$ cat src/sv/apt_pkg.sv
`default_nettype none

package apt_pkg;

    // Frame store geometry
    localparam int MAX_PIXELS = 4096;
    localparam int ADDR_W     = $clog2(MAX_PIXELS);
    localparam int TOTAL_W    = $clog2(MAX_PIXELS + 1);

    // Sample, mask and percentage widths
    localparam int SAMPLE_W   = 16;
    localparam int CHANNELS   = 4;
    localparam int PIXEL_W    = SAMPLE_W * CHANNELS;
    localparam int PCT_W      = 7;
    localparam int PCT_SCALE  = 100;
    localparam int REM_W      = TOTAL_W + PCT_W - 1;
    localparam int STEP_W     = $clog2(PCT_W);

    localparam logic [SAMPLE_W-1:0] SAMPLE_MAX = '1;

    // Configuration port
    localparam int CFG_INDEX_W = 4;
    localparam int CFG_DATA_W  = 16;

    typedef enum logic [CFG_INDEX_W-1:0] {
        REG_TARGET_PERCENT = 4'd0,
        REG_CUT_ENABLE     = 4'd1,
        REG_CUT_LEVEL      = 4'd2,
        REG_CHANNEL_COUNT  = 4'd3
    } cfg_reg_e;

    localparam logic [PCT_W-1:0]    TARGET_RESET = 7'd40;
    localparam logic                CUT_EN_RESET = 1'b1;
    localparam logic [SAMPLE_W-1:0] CUT_LV_RESET = 16'd57344;
    localparam logic [2:0]          CHAN_RESET   = 3'd3;

    // Item operations
    localparam logic OP_LOAD = 1'b0;
    localparam logic OP_READ = 1'b1;

    typedef struct packed {
        logic                operation;
        logic [SAMPLE_W-1:0] chan0;
        logic [SAMPLE_W-1:0] chan1;
        logic [SAMPLE_W-1:0] chan2;
        logic [SAMPLE_W-1:0] chan3;
        logic [11:0]         read_index;
        logic                frame_end;
    } in_item_t;

    typedef struct packed {
        logic                is_readout;
        logic [SAMPLE_W-1:0] found_threshold;
        logic [PCT_W-1:0]    found_percent;
        logic [SAMPLE_W-1:0] mask_value;
    } out_item_t;

    // Controller to datapath
    typedef struct packed {
        logic load;
        logic read;
        logic pass_init;
        logic div_init;
        logic div_step;
        logic decide;
        logic send_report;
        logic send_read;
    } cmd_t;

    // Datapath to controller
    typedef struct packed {
        logic scan_busy;
        logic div_last;
        logic stop;
        logic out_free;
    } status_t;

    typedef struct packed {
        logic                hit;
        logic [SAMPLE_W-1:0] value;
    } mask_t;

    // Channel mask of one pixel at a threshold, with the optional cut
    function automatic mask_t pixel_mask(input logic [PIXEL_W-1:0]  px,
                                         input logic [SAMPLE_W-1:0] thr,
                                         input logic                cut_en,
                                         input logic [SAMPLE_W-1:0] cut_lv,
                                         input logic [2:0]          chan_cnt);
        logic [CHANNELS-1:0] bits;
        logic [SAMPLE_W-1:0] m;
        mask_t               res;
        for (int c = 0; c < CHANNELS; c++) begin
            bits[c] = (px[c*SAMPLE_W +: SAMPLE_W] >= thr);
        end
        unique case (chan_cnt)
            3'd0, 3'd1: m = {bits[0],   15'd0};
            3'd2:       m = {bits[1:0], 14'd0};
            3'd3:       m = {bits[2:0], 13'd0};
            default:    m = {bits[3:0], 12'd0};
        endcase
        res.hit   = cut_en && (m >= cut_lv);
        res.value = cut_en ? (res.hit ? SAMPLE_MAX : '0) : m;
        return res;
    endfunction

endpackage

`default_nettype wire

$ cat src/sv/apt_ctrl.sv
`default_nettype none

module apt_ctrl (
    input  wire logic            aclk,
    input  wire logic            aresetn,
    input  wire logic            s_valid,
    input  wire logic            s_op,
    input  wire logic            s_frame_end,
    output logic                 s_ready,
    input  wire apt_pkg::status_t status,
    output apt_pkg::cmd_t        cmd
);
    import apt_pkg::*;

    typedef enum logic [7:0] {
        ST_IDLE      = 8'b0000_0001,
        ST_RD_FETCH  = 8'b0000_0010,
        ST_RD_SEND   = 8'b0000_0100,
        ST_SR_PASS   = 8'b0000_1000,
        ST_SR_SCAN   = 8'b0001_0000,
        ST_SR_DIV    = 8'b0010_0000,
        ST_SR_DECIDE = 8'b0100_0000,
        ST_SR_REPORT = 8'b1000_0000
    } state_t;

    state_t state_reg, state_next;
    logic   accept;

    assign s_ready = (state_reg == ST_IDLE);
    assign accept  = s_valid && s_ready;

    // Next state and commands
    always_comb begin
        state_next = state_reg;
        cmd        = '0;
        unique case (state_reg)
            ST_IDLE: begin
                if (accept) begin
                    if (s_op == OP_READ) begin
                        cmd.read   = 1'b1;
                        state_next = ST_RD_FETCH;
                    end else begin
                        cmd.load = 1'b1;
                        if (s_frame_end) state_next = ST_SR_PASS;
                    end
                end
            end
            ST_RD_FETCH: state_next = ST_RD_SEND;
            ST_RD_SEND: begin
                if (status.out_free) begin
                    cmd.send_read = 1'b1;
                    state_next    = ST_IDLE;
                end
            end
            ST_SR_PASS: begin
                cmd.pass_init = 1'b1;
                state_next    = ST_SR_SCAN;
            end
            ST_SR_SCAN: begin
                if (!status.scan_busy) begin
                    cmd.div_init = 1'b1;
                    state_next   = ST_SR_DIV;
                end
            end
            ST_SR_DIV: begin
                cmd.div_step = 1'b1;
                if (status.div_last) state_next = ST_SR_DECIDE;
            end
            ST_SR_DECIDE: begin
                cmd.decide = 1'b1;
                state_next = status.stop ? ST_SR_REPORT : ST_SR_PASS;
            end
            ST_SR_REPORT: begin
                if (status.out_free) begin
                    cmd.send_report = 1'b1;
                    state_next      = ST_IDLE;
                end
            end
            default: state_next = ST_IDLE;
        endcase
    end

    always_ff @(posedge aclk) begin
        if (!aresetn) begin
            state_reg <= ST_IDLE;
        end else begin
            state_reg <= state_next;
        end
    end

endmodule

`default_nettype wire

$ cat config.mk
export PLATFORM = sky130hd
export DESIGN_NAME = apt_ctrl
export DESIGN_NICKNAME = d
export VERILOG_FILES = /design/src/sv/apt_pkg.sv /design/src/sv/apt_ctrl.sv
export SDC_FILE = /design/constraint.sdc
export NUM_CORES = 1
export LEC_CHECK = 0
export BUFFER_PORTS_ARGS = -buffer_cell sky130_fd_sc_hd__buf_2
export CAP_MARGIN = 20
export CELL_PAD_IN_SITES_DETAIL_PLACEMENT = 0
export CELL_PAD_IN_SITES_GLOBAL_PLACEMENT = 2
export CORE_UTILIZATION = 28
export CTS_CLUSTER_DIAMETER = 30
export CTS_CLUSTER_SIZE = 16
export DETAILED_ROUTE_END_ITERATION = 16
export PLACE_DENSITY = 0.8
export SLEW_MARGIN = 20
export SYNTH_ARGS = -nofsm -noshare
export SYNTH_HDL_FRONTEND = slang
export SYNTH_SLANG_ARGS = --single-unit
$ cat constraint.sdc
create_clock -name aclk -period 3.97 [get_ports aclk]
set_input_delay 0.5955 -clock aclk [delete_from_list [all_inputs] [get_ports aclk]]
set_output_delay 0.5955 -clock aclk [all_outputs]
set_load 0.1 [all_outputs]
==> flow_summary.yaml <==
layout:
  largest_reg_flops: 8
  antenna_cells: 0
  final_util_pct: 37.78
  seq_area_um2: 160.2
  drive_above_1_share_pct: 30.12
  areaGrowthSynthToFinish_pct: 24.00
  multi_input_area_um2: 326.6
  nNetsFinal: 94
  fill_cells: 190
pwr:
  p_int_mw: 0.1509
  vdd_drop_max_mv: 0.1820
  leakage_nw: 0.3314
  clkPwrFrac_pct: 22.0
  total_power_mw: 0.2786
  p_comb_share_pct: 43.9
  swShare_pct: 45.83
  p_switching_mw: 0.1277
  p_per_area_nw_per_um2: 422.6
  seqPwrFrac_pct: 34.1
timing:
  timing.hold.ws_ns: 0.5813
  hold_viol_final: 0
  fmax_ghz: 0.3857
  rsz0062_at_grt: "false"
  worstMarginPinSlew_ns: 0.4853
  fin_skew_ns: 0.001678
  setup_tns_ns: 0
  slew_viol_final: 0
  final.period_utilization_pct: 65.30
  slew_headroom_pct: 67.87
  setup_viol: 0
  fin_crit_ns: 2.593
synthesis:
  ys_seq_area_share_pct: 30.12
  yosysWarnings: 0
  synth_cells: 64
  synthArstFlopShare_pct: 0
  ys_seq_elements: 8
  syn_avg_cell_area_um2: 8.309
  synth.largest_area_cell: "dfxtp_1"
  synthFlopType: "dfxtp_1"
  syn-num-nets: 73
  ys_top_cells_by_area: "dfxtp_1 30%, nor4_4 8.0%, and3_1 7.1%"
  syn-cell-area_um2: 531.8
  synthDistinctLibCells: 26
  yosysTopAreaCellShare_pct: 30.12
  synth_edf_count: 0
place:
  portBuffers: 17
  place.gp.congestion: 0.7676
  dp_hpwl_um: 1001
floorplan:
  die-area_um2: 2078
  io_pins: 18
  start_util_pct: 30.47
  die_height_um: 45.58
  core_area_um2: 1745
  die_w_um: 45.58
  fp-row-count: 15
clock_tree:
  clock_latency_ns: 0.25
  clk_pin_slew_ns: 0.05
  max-clock-path-buffers: 2
  root_buffer: "clkbuf_4"
  cts_resized: 0
  post_cts_buffers: 0
  cts_sinks: 8
  htreeDepth: 1
  cts_tree: "done"
  cts_made_buffers: 3
  holdBufCountCts: 0
detailed_routing:
  drt-wirelength-per-cell_um: 11.65
  vias: 533
  vias_per_cell: 4.935
  drc: 0
  dr.pass1.iters: 4
  routed_wl_um: 1258
  drtAntennaViolNets: 0
  dr.first_iter.drc_count: 18
grt:
  grt_usage_pct: 13.80
  grt_pass1_wl_um: 1952
  overflow: 0
  antenna_found_initial: 0
  grt_max_degree: 8
  grt_pass1_vias: 440
worst_setup_path:
  cp-start-kind: "flop"
  crit_path_frequent_cell: "and3_1"
  crit_fanout: 7
  path_cells: "nor4_4 > and3_1 > and3_1 > buf_2"
  r2r_slack_ns: 2.48
  critPathKind: "flop to primary output"
  rr_endpoint: "state_reg[1]"
  worstPathArrival_ns: 2.00
  critPathSlowestCell: "nor4_4"
  required_ns: 3.37
  worstReg2RegStart: "state_reg[4]"
  endpoint_kind: "primary output"
  r2r_cells: 4
  max_stage_delay_ns: 0.44
flow_run:
  cap_violations: 0
min_path:
  hold_path_class: "primary input to flop"
  min-delay-start: "aresetn"
  min_to: "state_reg[2]"
  hold_depth: 2
status:
  status: "complete, no violations"
-- cell type report --
| type | instances | area share, % |
|---|---|---|
| multi-input combinational | 46 | 49.53 |
| inverter | 9 | 5.123 |
| timing repair buffer | 17 | 12.90 |
| tap | 25 | 4.744 |
| sequential | 8 | 24.29 |
| clock buffer | 3 | 3.416 |
-- power by group through the flow --
stage / Combinational, mW / Sequential, mW / Clock [mW]
global placement: 0.123 / 0.0964 / 0
floorplan: 0.112 / 0.0953 / 0
detailed placement: 0.123 / 0.0966 / 0
finish: 0.122 / 0.0951 / 0.0614
global route: 0.130 / 0.0961 / 0.0705
CTS: 0.123 / 0.0948 / 0.0650
-- cell usage in the layout, fill, tap and decap left out, drive strengths merged, types with 2 or more instances in the layout --
cell type  count
a31oi          2
and3           6
buf           17
clkbuf         3
dfxtp          8
inv            9
nand3          3
nand4          2
nand4b         5
nor2           9
nor2b          2
nor3           2
nor4           2
o21a           2
o21ai          2
-- cell families after synthesis --
logic type,after synthesis,share of synthesized area (%)
AOI/OAI and AO/OA,11,15.29
xor gates and xnor gates,1,1.647
buffers and inverters,10,8.470
DFF,8,30.12
and+or+nand+nor,34,44.47
-- worst max-delay path by stage --
stage | slack (ns) | depth (start not counted) | end | startpoint
CTS | 1.37 | 4 | cmd[6] | state_reg[4]
finish | 1.38 | 4 | cmd[7] | state_reg[4]
global placement | 1.68 | 4 | cmd[7] | state_reg[4]
detailed placement | 1.66 | 4 | cmd[7] | state_reg[4]
floorplan | 0.50 | 3 | cmd[0] | state_reg[3]
global route | 1.25 | 4 | cmd[7] | state_reg[4]
-- per-layer routing --
metal / vias to the layer above / share of wire (%) / GRT usage, %
li1: 276 / - / -
met1: 245 / 50 / 17.59
met5: - / 0 / 0
met4: 0 / 2.0 / 12.73
met3: 2 / 2.4 / 2.381
met2: 10 / 46 / 19.43
-- metrics by stage --
stage	cell area [um^2]	setup slack [ns]	cells
6_report	659.4	1.377	108
5_1_grt	659.4	1.254	108
3_5_place_dp	636.9	1.655	105
4_1_cts	659.4	1.374	108
3_3_place_gp	636.9	1.684	105
2_1_floorplan	531.8	0.5023	64
-- critical path, delay by kind of cell, from the launching register on --
family | cells | cell delay (ns)
buffers and inverters | 1 | 0.42
DFF | 1 | 0.36
and+or+nand+nor | 3 | 0.96
-- cells in the mapped netlist, types with 2 or more instances --
library cell / number
inv_1: 9
dfxtp_1: 8
nor2_1: 8
and3_1: 6
nand4b_1: 4
nand3_1: 3
a31oi_1: 2
nand4_1: 2
nor2b_1: 2
nor3_1: 2
nor4_4: 2
o21a_1: 2
Power figures use the tool's default switching activity.
